**config.mk**
```make
export PLATFORM = sky130hd
export DESIGN_NAME = sorted_value_table_top
export DESIGN_NICKNAME = d
export VERILOG_FILES = /design/src/rtl/svt_pkg.sv /design/src/rtl/svt_engine.sv /design/src/rtl/svt_out.sv /design/src/rtl/sorted_value_table_top.sv
export SDC_FILE = /design/constraint.sdc
export NUM_CORES = 1
export LEC_CHECK = 0
export ABC_AREA = 1
export BUFFER_PORTS_ARGS = -buffer_cell sky130_fd_sc_hd__buf_2
export CELL_PAD_IN_SITES_DETAIL_PLACEMENT = 1
export CELL_PAD_IN_SITES_GLOBAL_PLACEMENT = 1
export CORE_ASPECT_RATIO = 0.7
export CORE_MARGIN = 8
export CORE_UTILIZATION = 35
export CTS_CLUSTER_SIZE = 24
export DETAILED_ROUTE_END_ITERATION = 7
export PLACE_DENSITY = 0.64
export SYNTH_ARGS = -nofsm -noshare
export SYNTH_HDL_FRONTEND = slang
export SYNTH_SLANG_ARGS = --single-unit
```
**constraint.sdc**
```tcl
create_clock -name clk -period 4.1 [get_ports clk]
set_clock_uncertainty 0.1 [all_clocks]
set_input_delay 0.205 -clock clk [delete_from_list [all_inputs] [get_ports clk]]
set_output_delay 0.205 -clock clk [all_outputs]
set_load 0.01 [all_outputs]
```
**src/rtl/svt_pkg.sv**
```systemverilog
// ----------------------------------------------------------------------------
// svt_pkg
// Shared types and constants for the sorted value table.
// ----------------------------------------------------------------------------
`default_nettype none

package svt_pkg;

	localparam int TABLE_DEPTH = 16;
	localparam int IDX_W       = $clog2(TABLE_DEPTH);
	localparam int CNT_W       = $clog2(TABLE_DEPTH + 1);
	localparam int VAL_W       = 32;
	localparam int OUT_CNT_W   = 5;

	typedef enum logic [1:0] {
		CMD_INSERT = 2'd0,
		CMD_DELETE = 2'd1,
		CMD_SEARCH = 2'd2,
		CMD_CLEAR  = 2'd3
	} cmd_t;

	typedef enum logic [2:0] {
		ST_OK       = 3'd0,
		ST_FULL     = 3'd1,
		ST_DUP      = 3'd2,
		ST_NOTFOUND = 3'd3,
		ST_EMPTY    = 3'd4
	} status_t;

	typedef enum logic [3:0] {
		S_IDLE,
		S_SCAN_RD,
		S_SCAN_CMP,
		S_DECIDE,
		S_SHUP_RD,
		S_SHUP_WR,
		S_SHDN_RD,
		S_SHDN_WR,
		S_ENDS,
		S_MIN_CAP,
		S_MAX_CAP,
		S_FIN
	} state_t;

	typedef struct packed {
		status_t                  status;
		logic                     found;
		logic [OUT_CNT_W-1:0]     entry_count;
		logic signed [VAL_W-1:0]  smallest;
		logic signed [VAL_W-1:0]  largest;
		logic                     empty_res;
	} res_t;

endpackage

`default_nettype wire

```
**src/rtl/svt_engine.sv**
```systemverilog
// ----------------------------------------------------------------------------
// svt_engine
// Table memory and the sequencer that scans, shifts and reports on it.
// ----------------------------------------------------------------------------
`default_nettype none

module svt_engine (
	input  wire                                clk,
	input  wire                                arst_n,
	input  wire                                start,
	input  svt_pkg::cmd_t                      cmd,
	input  wire signed [svt_pkg::VAL_W-1:0]    value,
	output logic                               ready,
	input  wire                                res_free,
	output logic                               res_push,
	output svt_pkg::res_t                      res
);

	localparam int IW = svt_pkg::IDX_W;
	localparam int CW = svt_pkg::CNT_W;
	localparam logic [CW-1:0] DEPTH_C = CW'(svt_pkg::TABLE_DEPTH);
	localparam logic [CW-1:0] ONE_C   = CW'(1);

	logic signed [svt_pkg::VAL_W-1:0] mem [svt_pkg::TABLE_DEPTH];
	logic signed [svt_pkg::VAL_W-1:0] rd_data_q;
	logic                             mem_we;
	logic [IW-1:0]                    mem_waddr;
	logic [IW-1:0]                    mem_raddr;
	logic signed [svt_pkg::VAL_W-1:0] mem_wdata;

	svt_pkg::state_t                  state_q, state_d;
	svt_pkg::cmd_t                    cmd_q;
	svt_pkg::status_t                 status_q;
	logic signed [svt_pkg::VAL_W-1:0] val_q, min_q, max_q;
	logic [CW-1:0]                    count_q, j_q, pos_q;
	logic                             hit_q, found_q;

	logic [CW-1:0] j_inc, j_dec, cnt_dec;
	logic          ge, full;

	assign j_inc   = j_q + ONE_C;
	assign j_dec   = j_q - ONE_C;
	assign cnt_dec = count_q - ONE_C;
	assign ge      = (rd_data_q >= val_q);
	assign full    = (count_q == DEPTH_C);

	// table with one write port and one registered read port
	always_ff @(posedge clk) begin
		if (mem_we) begin
			mem[mem_waddr] <= mem_wdata;
		end
		rd_data_q <= mem[mem_raddr];
	end

	always_ff @(posedge clk or negedge arst_n) begin
		if (!arst_n) begin
			state_q <= svt_pkg::S_IDLE;
		end else begin
			state_q <= state_d;
		end
	end

	always_comb begin
		state_d   = state_q;
		ready     = 1'b0;
		res_push  = 1'b0;
		mem_we    = 1'b0;
		mem_waddr = j_q[IW-1:0];
		mem_wdata = rd_data_q;
		mem_raddr = j_q[IW-1:0];
		case (state_q)
			svt_pkg::S_IDLE: begin
				ready = 1'b1;
				if (start) begin
					if (cmd == svt_pkg::CMD_CLEAR) begin
						state_d = svt_pkg::S_FIN;
					end else if (count_q == '0) begin
						state_d = svt_pkg::S_DECIDE;
					end else begin
						state_d = svt_pkg::S_SCAN_RD;
					end
				end
			end
			svt_pkg::S_SCAN_RD: begin
				state_d = svt_pkg::S_SCAN_CMP;
			end
			svt_pkg::S_SCAN_CMP: begin
				if (ge || j_inc == count_q) begin
					state_d = svt_pkg::S_DECIDE;
				end else begin
					state_d = svt_pkg::S_SCAN_RD;
				end
			end
			svt_pkg::S_DECIDE: begin
				state_d = svt_pkg::S_ENDS;
				if (cmd_q == svt_pkg::CMD_INSERT && !hit_q && !full) begin
					state_d = svt_pkg::S_SHUP_RD;
				end else if (cmd_q == svt_pkg::CMD_DELETE && hit_q) begin
					state_d = svt_pkg::S_SHDN_RD;
				end
			end
			svt_pkg::S_SHUP_RD: begin
				mem_raddr = j_dec[IW-1:0];
				if (j_q == pos_q) begin
					// slot is open: drop the new value in
					mem_we    = 1'b1;
					mem_waddr = pos_q[IW-1:0];
					mem_wdata = val_q;
					state_d   = svt_pkg::S_ENDS;
				end else begin
					state_d = svt_pkg::S_SHUP_WR;
				end
			end
			svt_pkg::S_SHUP_WR: begin
				mem_we  = 1'b1;
				state_d = svt_pkg::S_SHUP_RD;
			end
			svt_pkg::S_SHDN_RD: begin
				mem_raddr = j_inc[IW-1:0];
				if (j_inc >= count_q) begin
					state_d = svt_pkg::S_ENDS;
				end else begin
					state_d = svt_pkg::S_SHDN_WR;
				end
			end
			svt_pkg::S_SHDN_WR: begin
				mem_we  = 1'b1;
				state_d = svt_pkg::S_SHDN_RD;
			end
			svt_pkg::S_ENDS: begin
				mem_raddr = '0;
				if (count_q == '0) begin
					state_d = svt_pkg::S_FIN;
				end else begin
					state_d = svt_pkg::S_MIN_CAP;
				end
			end
			svt_pkg::S_MIN_CAP: begin
				mem_raddr = cnt_dec[IW-1:0];
				state_d   = svt_pkg::S_MAX_CAP;
			end
			svt_pkg::S_MAX_CAP: begin
				state_d = svt_pkg::S_FIN;
			end
			svt_pkg::S_FIN: begin
				if (res_free) begin
					res_push = 1'b1;
					state_d  = svt_pkg::S_IDLE;
				end
			end
			default: begin
				state_d = svt_pkg::S_IDLE;
			end
		endcase
	end

	// entry count
	always_ff @(posedge clk or negedge arst_n) begin
		if (!arst_n) begin
			count_q <= '0;
		end else begin
			case (state_q)
				svt_pkg::S_IDLE: begin
					if (start && cmd == svt_pkg::CMD_CLEAR) begin
						count_q <= '0;
					end
				end
				svt_pkg::S_SHUP_RD: begin
					if (j_q == pos_q) begin
						count_q <= count_q + ONE_C;
					end
				end
				svt_pkg::S_SHDN_RD: begin
					if (j_inc >= count_q) begin
						count_q <= cnt_dec;
					end
				end
				default: begin
				end
			endcase
		end
	end

	always_ff @(posedge clk) begin
		case (state_q)
			svt_pkg::S_IDLE: begin
				if (start) begin
					cmd_q    <= cmd;
					val_q    <= value;
					j_q      <= '0;
					pos_q    <= '0;
					hit_q    <= 1'b0;
					status_q <= svt_pkg::ST_OK;
					found_q  <= 1'b0;
				end
			end
			svt_pkg::S_SCAN_CMP: begin
				if (ge) begin
					pos_q <= j_q;
					hit_q <= (rd_data_q == val_q);
				end else begin
					j_q   <= j_inc;
					pos_q <= j_inc;
				end
			end
			svt_pkg::S_DECIDE: begin
				case (cmd_q)
					svt_pkg::CMD_INSERT: begin
						j_q <= count_q;
						if (hit_q) begin
							status_q <= svt_pkg::ST_DUP;
							found_q  <= 1'b1;
						end else if (full) begin
							status_q <= svt_pkg::ST_FULL;
						end
					end
					svt_pkg::CMD_DELETE: begin
						j_q <= pos_q;
						if (count_q == '0) begin
							status_q <= svt_pkg::ST_EMPTY;
						end else if (!hit_q) begin
							status_q <= svt_pkg::ST_NOTFOUND;
						end else begin
							found_q <= 1'b1;
						end
					end
					default: begin
						if (hit_q) begin
							found_q <= 1'b1;
						end else begin
							status_q <= svt_pkg::ST_NOTFOUND;
						end
					end
				endcase
			end
			svt_pkg::S_SHUP_WR: begin
				j_q <= j_dec;
			end
			svt_pkg::S_SHDN_WR: begin
				j_q <= j_inc;
			end
			svt_pkg::S_ENDS: begin
				min_q <= '0;
				max_q <= '0;
			end
			svt_pkg::S_MIN_CAP: begin
				min_q <= rd_data_q;
			end
			svt_pkg::S_MAX_CAP: begin
				max_q <= rd_data_q;
			end
			default: begin
			end
		endcase
	end

	always_comb begin
		res.status      = status_q;
		res.found       = found_q;
		res.entry_count = svt_pkg::OUT_CNT_W'(count_q);
		res.empty_res   = (count_q == '0);
		res.smallest    = (count_q == '0) ? '0 : min_q;
		res.largest     = (count_q == '0) ? '0 : max_q;
	end

endmodule

`default_nettype wire

```
**src/rtl/svt_out.sv**
```systemverilog
// ----------------------------------------------------------------------------
// svt_out
// Result holding register between the sequencer and the output stream.
// ----------------------------------------------------------------------------
`default_nettype none

module svt_out (
	input  wire            clk,
	input  wire            arst_n,
	input  wire            push,
	input  svt_pkg::res_t  res_in,
	output logic           free,
	output logic           valid,
	input  wire            take,
	output svt_pkg::res_t  res_out
);

	logic          valid_q;
	svt_pkg::res_t res_q;

	assign free    = !valid_q || take;
	assign valid   = valid_q;
	assign res_out = res_q;

	always_ff @(posedge clk or negedge arst_n) begin
		if (!arst_n) begin
			valid_q <= 1'b0;
		end else if (push) begin
			valid_q <= 1'b1;
		end else if (take) begin
			valid_q <= 1'b0;
		end
	end

	always_ff @(posedge clk) begin
		if (push) begin
			res_q <= res_in;
		end
	end

endmodule

`default_nettype wire

```
**src/rtl/sorted_value_table_top.sv**
```systemverilog
// ----------------------------------------------------------------------------
// sorted_value_table_top
// Ascending table of distinct signed values with insert, delete, search and
// clear commands; one status result per command.
//
// Channel   Direction  Width     Contents
// s_axis    in         32 / 2    tdata: value; tuser: command
// m_axis    out        80        tdata: status, found, entry_count, smallest,
//                                largest, empty_res
//
// Steps per command: accept; a linear scan, reading then comparing each slot
// (none on an empty table); decide; a read and a write per entry moved, plus
// a last step when an insert stores or a delete removes; read the ends unless
// the table ends empty; hand over the result. Clear goes from accept to the
// hand-over. One command at a time: s_axis_tready is high only while idle; the
// hand-over waits for a free output register. Reset empties table, not memory.
// ----------------------------------------------------------------------------
`default_nettype none

module sorted_value_table_top (
	input  wire         clk,
	input  wire         arst_n,
	input  wire         s_axis_tvalid,
	output logic        s_axis_tready,
	input  wire  [31:0] s_axis_tdata,   // [31:0] value
	input  wire  [1:0]  s_axis_tuser,   // [1:0] command
	output logic        m_axis_tvalid,
	input  wire         m_axis_tready,
	output logic [79:0] m_axis_tdata    // [2:0] status, [3] found, [8:4] entry_count,
	                                    // [40:9] smallest, [72:41] largest,
	                                    // [73] empty_res, [79:74] zero
);

	logic          eng_ready;
	logic          res_free;
	logic          res_push;
	svt_pkg::res_t eng_res;
	svt_pkg::res_t out_res;

	assign s_axis_tready = eng_ready;

	svt_engine u_engine (
		.clk      (clk),
		.arst_n   (arst_n),
		.start    (s_axis_tvalid && eng_ready),
		.cmd      (svt_pkg::cmd_t'(s_axis_tuser)),
		.value    (s_axis_tdata),
		.ready    (eng_ready),
		.res_free (res_free),
		.res_push (res_push),
		.res      (eng_res)
	);

	svt_out u_out (
		.clk     (clk),
		.arst_n  (arst_n),
		.push    (res_push),
		.res_in  (eng_res),
		.free    (res_free),
		.valid   (m_axis_tvalid),
		.take    (m_axis_tready),
		.res_out (out_res)
	);

	assign m_axis_tdata = {6'd0, out_res.empty_res, out_res.largest, out_res.smallest,
	                       out_res.entry_count, out_res.found, out_res.status};

endmodule

`default_nettype wire
```
==> flow_summary.toml, run 1 <==
[run_status]
status = "finished clean"

[critical_path]
crit_path_max_fanout = 73
critPathLaunch = "u_engine.j_q[0]"
critPathRequiredTime_ns = 4.52
r2r_slack_ns = 0.45
cp.arrival_ns = 4.07
cp-end-kind = "flop"
crit_buf_inv = 3
worst_setup_path_start_kind = "flop"
worst-setup-path-type = "flop to flop"
path_cells = "clkinv_1 -> ha_1 -> inv_1 -> nand2_1 -> nand4_1 -> o21ai_4 -> buf_12 -> a21oi_1 -> o21ai_0 -> nand3_1 -> nand3_1 -> nand2_1"
timing.rr.start = "u_engine.j_q[0]"
cpMaxStageDelayCell = "edfxtp_1"
r2r_cells = 12
endpoint = "u_engine.rd_data_q[14]"
crit_family = "buffers and inverters"
cp.depth = 12
r2r_end = "u_engine.rd_data_q[14]"
max_stage_delay_ns = 0.62

[global_route]
grt_pass1_vias = 20661
antenna_found_initial = 0
grt_overflow = 0
grt_max_degree = 173
grt_use_total_pct = 17.1
grt_first_pass_wirelength_mm = 128

[synth]
synthCells = 2584
synth_top_flop_cell = "edfxtp_1"
async_reset_ff_share_pct = 1.35
yosysWarnings = 0
synthMostInstantiatedCell = "edfxtp_1"
synthTopCellsByCount = "699 x edfxtp_1, 441 x inv_1, 358 x nand2_1, 218 x nand3_1, 154 x a21oi_1"
synth.avg_cell_area_sq_um = 11.9
ys_ff_latch = 741
netlist_top_cells_area = "edfxtp_1 68%, inv_1 5.4%, nand2_1 4.4%"
syn-cell-area_sq_mm = 0.0307
synth.distinct_cells = 40
post-synth-top-area-cell = "edfxtp_1"
yosysTopAreaCellShare_pct = 68.3
ys_seq_area_share_pct = 71.2
synth_edf_count = 699

[floorplanning]
initial_core_util_pct = 35.1
io_pins = 120
die-area_sq_mm = 0.0977
fp.coreArea_sq_mm = 0.0876
rows = 91
fp.dieH_um = 264
die_w_um = 370

[place]
dp_hpwl_mm = 50.5
globalplace.congestion = 0.877
portBuffers = 113
dpl_cell_area_sq_mm = 0.0330

[power_and_ir_drop]
p_per_area_mw_per_mm2 = 813
switching_share_pct = 40.1
intPower_mw = 17.4
ir_drop_mv = 0.936
pwr-share-clk_pct = 22.7
leakagePower_nw = 13.9
netSwitchingPower_mw = 11.6
combPwrFrac_pct = 40.0
seqPwrFrac_pct = 37.3

[sta]
finalCriticalPeriod_ns = 3.65
fin_setup_tns_ns = 0
final-hold-violation-count = 0
tightest_slew_ns = 1.14
max_freq_mhz = 274
setup_viol = 0
hold-worst-slack_ns = 0.194
slew_headroom_pct = 23.8
rsz0062_at_grt = "no"
post-route-period-util_pct = 89.1
drv_slew = 0

[detailed_routing]
post_drt_wl_per_cell_um = 21.4
first_pass_iters = 5
antenna_left = 0
drc = 0
drtIter0Drc = 1743
wirelength_mm = 84.9
drt-vias-per-instance = 5.04
vias = 20026

[cts]
clk_latency_ns = 0.63
clk_pin_slew_ns = 0.06
cts-htree-levels = 3
root_buffer = "clkbuf_16"
tritoncts = "done"
ctsLongestPathBuffers = 3
cts_buffers = 70
cts_sinks = 741

[final_layout]
antenna_cells = 0
nFillCells = 9287
design_area_sq_mm = 0.0357
nets = 2835
drive_above_1_share_pct = 11.3
area_delta_synth_final_pct = 16.1

[min_path]
hp-start = "s_axis_tdata[25]"
hold_path_class = "input port to flop"

[job]
drv_cap = 0
metal layers:
layer  wire (um)  share of wire, %  vias up  global-route usage (%)
li1            -                 -     9251                       -
met1       40200                47    10228                    24.5
met2       39100                46      451                    27.1
met3        4040               4.8       96                    2.89
met4        1550               1.8        0                    3.63
met5           0                 0        -                       0
cell type report:
cell class | instances | area, sq um | area share (%)
sequential | 741 | 21900 | 61.3
multi-input combinational | 1269 | 6690 | 18.8
clock buffer | 107 | 2030 | 5.68
timing repair buffer | 226 | 1710 | 4.79
inverter | 448 | 1680 | 4.71
tap | 1162 | 1450 | 4.07
clock inverter | 19 | 236 | 0.663
power by group through the flow:
stage / combinational (mW) / clock, mW / sequential [mW]
2_1_floorplan: 7.91 / 0 / 10.8
3_3_place_gp: 11.1 / 0 / 11.0
3_5_place_dp: 11.5 / 0 / 11.0
4_1_cts: 11.7 / 6.71 / 10.8
5_1_grt: 13.0 / 6.94 / 10.9
6_report: 11.6 / 6.58 / 10.8
cell usage in the layout (no fill, tap or decap), types with 2 or more instances in the layout:
master,Yosys,layout
a21oi_1,154,153
clkinv_2,0,4
nand4_1,12,12
o21ai_1,33,31
conb_1,1,6
xnor2_1,2,2
clkbuf_1,36,28
nand2_1,358,357
buf_2,73,113
o21a_1,3,3
dfrtp_1,10,10
nor2_2,2,3
nand2_2,1,2
nor3_1,4,4
o22ai_1,4,4
buf_12,0,16
o211ai_1,129,129
inv_2,5,6
nor2_1,132,112
dfxtp_1,32,32
buf_4,7,59
clkinv_1,2,10
xor2_1,9,9
bufinv_16,0,5
a221oi_1,4,4
dlygate4sd3_1,0,38
clkbuf_16,0,74
clkbuf_8,0,5
edfxtp_1,699,699
nor2_4,1,20
o21ai_0,146,146
nand3_1,218,218
inv_1,441,440
ha_1,41,41
o21ai_4,0,3
timing repair:
| item | 4_1_cts | 5_1_grt |
|---|---|---|
| hold buffers | 38 | 0 |
| buffers inserted | 0 | 0 |
| setup endpoints to repair | 12 | 12 |
| gates resized for setup | 1 | 3 |
| endpoints found under the hold margin | 54 | 0 |
cell families after synthesis:
logic type / Yosys count / synth area share (%)
fa+ha+maj: 41 / 1.67
xor+xnor: 11 / 0.314
other cells: 1 / 0.0122
compound gates: 480 / 9.04
simple gates: 731 / 10.0
buf+inv: 579 / 7.75
flops: 741 / 71.2
worst reg2reg max path, cell delays in order, from the launching register on:
cell and delay, ns:
edfxtp_1 0.62, clkinv_1 0.41, ha_1 0.50, inv_1 0.13, nand2_1 0.09, nand4_1 0.15
o21ai_4 0.37, buf_12 0.44, a21oi_1 0.14, o21ai_0 0.24, nand3_1 0.15, nand3_1 0.14
nand2_1 0.07
worst min-delay path by stage:
stage                                endpoint  slack (ns)  depth (start not counted)
after global placement            u_out.valid       0.009                          1
after global routing       u_engine.val_q[17]        0.18                          2
after detailed placement  u_engine.count_q[3]       0.008                          1
final                      u_engine.val_q[25]        0.19                          2
after floorplan           u_engine.count_q[0]       -0.19                          0
after CTS                  u_engine.val_q[18]        0.14                          2
per-stage QoR:
stage | setup WS, ns | power [mW] | std cells | utilization (%)
floorplan | 0.769 | 18.7 | 2589 | -
global placement | -0.566 | 22.0 | 3808 | 37.7
detailed placement | -0.508 | 22.5 | 3808 | 37.7
CTS | 0.00505 | 29.2 | 3972 | 40.7
global route | 0.290 | 30.8 | 3972 | 40.8
finish | 0.447 | 29.0 | 3972 | 40.8
sequential cells by signal, indices dropped and copies added (netlist names):
name                cells
u_engine.mem          512
u_out.res_out          74
u_engine.max_q         32
u_engine.min_q         32
u_engine.rd_data_q     32
u_engine.val_q         32
u_engine.count_q        5
u_engine.j_q            5
u_engine.pos_q          5
u_engine.state_q        4
u_engine.status_q       3
u_engine.cmd_q          2
u_engine.found_q        1
u_engine.hit_q          1
u_out.valid             1
Power figures use the tool's default switching activity.
==> run 2: changes to the inputs <==
Settings changed: CORE_UTILIZATION 35 to 25, CTS_CLUSTER_SIZE 24 to default, PLACE_DENSITY 0.64 to 0.5, SLEW_MARGIN from default to 0.
==> flow_summary.toml, run 2 (same netlist as run 1, synthesis figures left out) <==
[cts]
clk_pin_slew_ns = 0.06
cts_buffers = 75
root_buffer = "clkbuf_16"
cts-htree-levels = 3
cts_sinks = 741
ctsLongestPathBuffers = 3
tritoncts = "done"
clk_latency_ns = 0.68
post-cts-setup-buffers = 0

[final_layout]
nFillCells = 13464
postLayoutCoreUtil_pct = 30.0
regMostFlops = "u_engine.mem"
instances_no_fill = 4470
largest_register_ffs = 512
multi_input_area_sq_mm = 0.00668
final_cell_mix = "699 x edfxtp_1, 440 x inv_1, 358 x nand2_1"
final_common_cell = "edfxtp_1"
area_delta_synth_final_pct = 18.9
regArea_sq_mm = 0.0219
drive_above_1_share_pct = 12.2
nets = 2854

[detailed_routing]
drt-vias-per-instance = 4.42
drtIter0Drc = 1383
vias = 19761
post_drt_wl_per_cell_um = 20.2
first_pass_iters = 5
wirelength_mm = 90.3
antenna_left = 0
drc = 0

[floorplanning]
fp.coreArea_sq_mm = 0.122
die_w_um = 435
fp.dieH_um = 309
die-area_sq_mm = 0.135
initial_core_util_pct = 25.2
io_pins = 120
rows = 107

[power_and_ir_drop]
p_per_area_mw_per_mm2 = 813
p_total_mw = 29.7
ir_drop_mv = 0.766
leakagePower_nw = 14.1

[min_path]
hold_path_class = "input port to flop"

[job]
drv_cap = 0

[critical_path]
worst_setup_path_start_kind = "flop"
cp-end-kind = "flop"
cp.arrival_ns = 3.93
worst-setup-path-type = "flop to flop"
crit_path_max_fanout = 7
critPathRequiredTime_ns = 4.40

[global_route]
grt_pass1_vias = 20580
antenna_found_initial = 2
grt_use_total_pct = 13.1
grt_max_degree = 144
grt_first_pass_wirelength_mm = 135
grt_overflow = 0

[sta]
fin_setup_tns_ns = 0
hold-worst-slack_ns = 0.142
rsz0062_at_grt = "no"
drv_slew = 0
max_freq_mhz = 275
final-hold-violation-count = 0
slew_headroom_pct = 28.3
finalCriticalPeriod_ns = 3.63
setup_viol = 0
post-route-period-util_pct = 88.7
tightest_slew_ns = 1.08

[run_status]
status = "finished clean"

[place]
globalplace.congestion = 0.820
dp_hpwl_mm = 56.5
portBuffers = 113
dp_cells = 4295
[run 2: power breakdown]
group	internal, mW	leakage (nW)	switching (mW)
combinational	3.63	6.15	8.45
sequential	10.2	6.76	0.538
clock	3.80	1.18	3.04
total	17.7	14.1	12.0
[run 2: final timing paths]
kind / slack, ns / start / endpoint / cells past startpoint
setup / recovery: 0.47 / u_engine.rd_data_q[31] / u_engine.j_q[2] / 10
setup reg to reg: 0.47 / u_engine.rd_data_q[31] / u_engine.j_q[2] / 10
hold / removal: 0.14 / s_axis_tdata[20] / u_engine.val_q[20] / 2
min in group asynchronous: 0.55 / arst_n / u_out.valid / 3
hold reg to reg: 0.37 / u_engine.found_q / u_out.res_out[70] / 0
max in group asynchronous: 2.95 / arst_n / u_engine.count_q[1] / 3
[run 2: routing by layer]
metal | GRT usage [%] | up-vias | wire length (um)
li1 | - | 9291 | -
met1 | 18.7 | 9978 | 43700
met2 | 20.6 | 373 | 40500
met3 | 2.31 | 119 | 3800
met4 | 3.44 | 0 | 2250
met5 | 0 | - | 0
[run 2: per-stage QoR]
stage                     area [sq um]  setup slack (ns)
after detailed placement         33700            0.0514
final                            36500             0.465
after global routing             36500             0.425
after global placement           33700            0.0673
after floorplan                  30800             0.769
after CTS                        36500            0.0244
[run 2: final cells by class]
cell class / instances / area share [%]
multi-input cells: 1269 / 18.3
well taps: 1635 / 5.60
clock inverters: 42 / 1.09
clock buffers: 94 / 5.47
flip-flops and latches: 741 / 59.9
repair buffers: 240 / 5.07
diodes: 1 / 0.00685
inverters: 448 / 4.60
[run 2: what timing repair did]
item	in CTS	in global routing
hold buffers	38	0
hold endpoints to repair	48	0
gates resized for setup	0	1
endpoints found under the setup margin	0	12
[run 2: worst max-delay path, cell delays in order, from the launching register on]
cell and delay [ns]:
dfxtp_1 0.40, ha_1 0.45, nand2_1 0.11, nor2_1 0.28
nand2_1 0.27, nor4_2 0.67, nand2_1 0.42, nand3_1 0.37
nand2_1 0.09, nand3_1 0.14, nand2_1 0.07
==> run 3: changes to the inputs <==
Settings changed: CORE_UTILIZATION 25 to 40, PLACE_DENSITY 0.5 to 0.71.
==> flow_summary.toml, run 3 (same netlist as run 1, synthesis figures left out) <==
[final_layout]
nFillCells = 8046
multi_input_area_sq_mm = 0.00668
final_cell_mix = "699 x edfxtp_1, 440 x inv_1, 358 x nand2_1"
instances_no_fill = 3813
nets = 2839
antenna_cells = 0
area_delta_synth_final_pct = 15.5
drive_above_1_share_pct = 11.7
regMostFlops = "u_engine.mem"
final_common_cell = "edfxtp_1"
regArea_sq_mm = 0.0219
largest_register_ffs = 512

[cts]
ctsLongestPathBuffers = 3
tritoncts = "done"
cts_sinks = 741
cts-htree-levels = 3
clk_pin_slew_ns = 0.06
clk_latency_ns = 0.63
cts_buffers = 70
root_buffer = "clkbuf_16"

[detailed_routing]
drc = 0
post_drt_wl_per_cell_um = 22.4
drt-vias-per-instance = 5.27
vias = 20089
first_pass_iters = 5
antenna_left = 0
drtIter0Drc = 1706
wirelength_mm = 85.4

[min_path]
hold_path_class = "input port to flop"
hold_path_end = "u_engine.val_q[31]"
hp-start = "s_axis_tdata[31]"
whs_path_depth = 2

[floorplanning]
die_w_um = 347
fp.dieH_um = 248
rows = 85
die-area_sq_mm = 0.0861
io_pins = 120
initial_core_util_pct = 40.2
fp.coreArea_sq_mm = 0.0765

[job]
drv_cap = 0

[sta]
slew_headroom_pct = 21.4
final-hold-violation-count = 0
finalCriticalPeriod_ns = 3.55
max_freq_mhz = 282
post-route-period-util_pct = 86.5
rsz0062_at_grt = "no"
drv_slew = 0
tightest_slew_ns = 1.18
fin_setup_tns_ns = 0
setup_viol = 0

[global_route]
grtUsageMet2_pct = 32.6
use_met1_pct = 26.3
busiest_layer = "met2"
grt_first_pass_wirelength_mm = 129
grt_pass1_vias = 21055
grt_use_total_pct = 19.6
grt_max_degree = 181
antenna_found_initial = 0
grt_overflow = 0
grtUsageMet3_pct = 3.19

[critical_path]
worst-setup-path-type = "flop to flop"
critPathRequiredTime_ns = 4.50
cp-end-kind = "flop"
crit_path_max_fanout = 65
timing.rr.start = "u_engine.j_q[0]"
cp.arrival_ns = 3.95
r2r_slack_ns = 0.55
r2r_end = "u_engine.rd_data_q[7]"
r2r_cells = 12
worst_setup_path_start_kind = "flop"

[power_and_ir_drop]
switching_share_pct = 40.1
intPower_mw = 17.4
p_total_mw = 29.0
ir_drop_mv = 1.08
combPwrFrac_pct = 40.0
leakagePower_nw = 13.9
pwr-share-clk_pct = 22.8
netSwitchingPower_mw = 11.7
seqPwrFrac_pct = 37.2
p_per_area_mw_per_mm2 = 818

[place]
globalplace.congestion = 0.863
portBuffers = 113
dp_cells = 3650
dp_hpwl_mm = 52.0

[run_status]
status = "finished clean"
## run 3: per-layer routing
metal | share of wire [%] | up-vias
li1 | - | 9252
met1 | 44 | 10195
met2 | 48 | 509
met3 | 5.0 | 133
met4 | 3.0 | 0
met5 | 0 | -
## run 3: cell type report
class / instances / share of cell area, %
timing repair buffer: 230 / 4.80
inverter: 448 / 4.74
clock buffer: 95 / 5.53
clock inverter: 30 / 0.917
tap: 1000 / 3.53
sequential: 741 / 61.7
multi-input combinational: 1269 / 18.8
## run 3: how the worst max path moves through the flow
stage | startpoint | endpoint | slack (ns) | depth (start not counted)
2_1_floorplan | u_engine.j_q[2] | u_engine.mem[10][0] | 0.77 | 9
4_1_cts | u_engine.rd_data_q[31] | u_engine.j_q[3] | 0.14 | 10
5_1_grt | u_engine.val_q[31] | u_engine.j_q[3] | 0.26 | 11
3_5_place_dp | u_engine.rd_data_q[31] | u_engine.j_q[3] | 0.13 | 10
6_report | u_engine.j_q[0] | u_engine.rd_data_q[7] | 0.55 | 12
3_3_place_gp | u_engine.rd_data_q[31] | u_engine.j_q[3] | 0.05 | 10
## run 3: power groups by stage
stage	logic [mW]	registers (mW)	clock network [mW]
finish	11.6	10.8	6.61
global route	12.9	10.9	6.96
CTS	11.7	10.8	6.73
detailed placement	11.5	11.0	0
global placement	10.9	10.9	0
floorplan	7.91	10.8	0
## run 3: timing repair
action / in CTS / in global routing
setup endpoints to repair: 0 / 4
hold endpoints to repair: 48 / 0
gates resized for setup: 0 / 1
hold buffers: 38 / 0
buffers inserted: 0 / 0
## run 3: stage by stage
step | cell area, sq um | setup slack [ns] | util (%) | hold slack (ns)
after floorplan | 30800 | 0.769 | - | -0.191
after global placement | 32800 | 0.0466 | 42.9 | -0.00351
after detailed placement | 32800 | 0.132 | 42.9 | -0.00433
after CTS | 35500 | 0.142 | 46.4 | 0.163
after global routing | 35500 | 0.257 | 46.4 | 0.193
final | 35500 | 0.554 | 46.4 | 0.199
## run 3: critical path, stage by stage (launching register included)
cell and delay [ns]:
edfxtp_1 0.58, clkinv_1 0.36, ha_1 0.50, inv_1 0.15, nand2_1 0.10, nand4_1 0.18
o21ai_4 0.17, buf_4 0.62, a21oi_1 0.12, o21ai_0 0.15, nand3_1 0.13, nand3_1 0.17
nand2_1 0.06
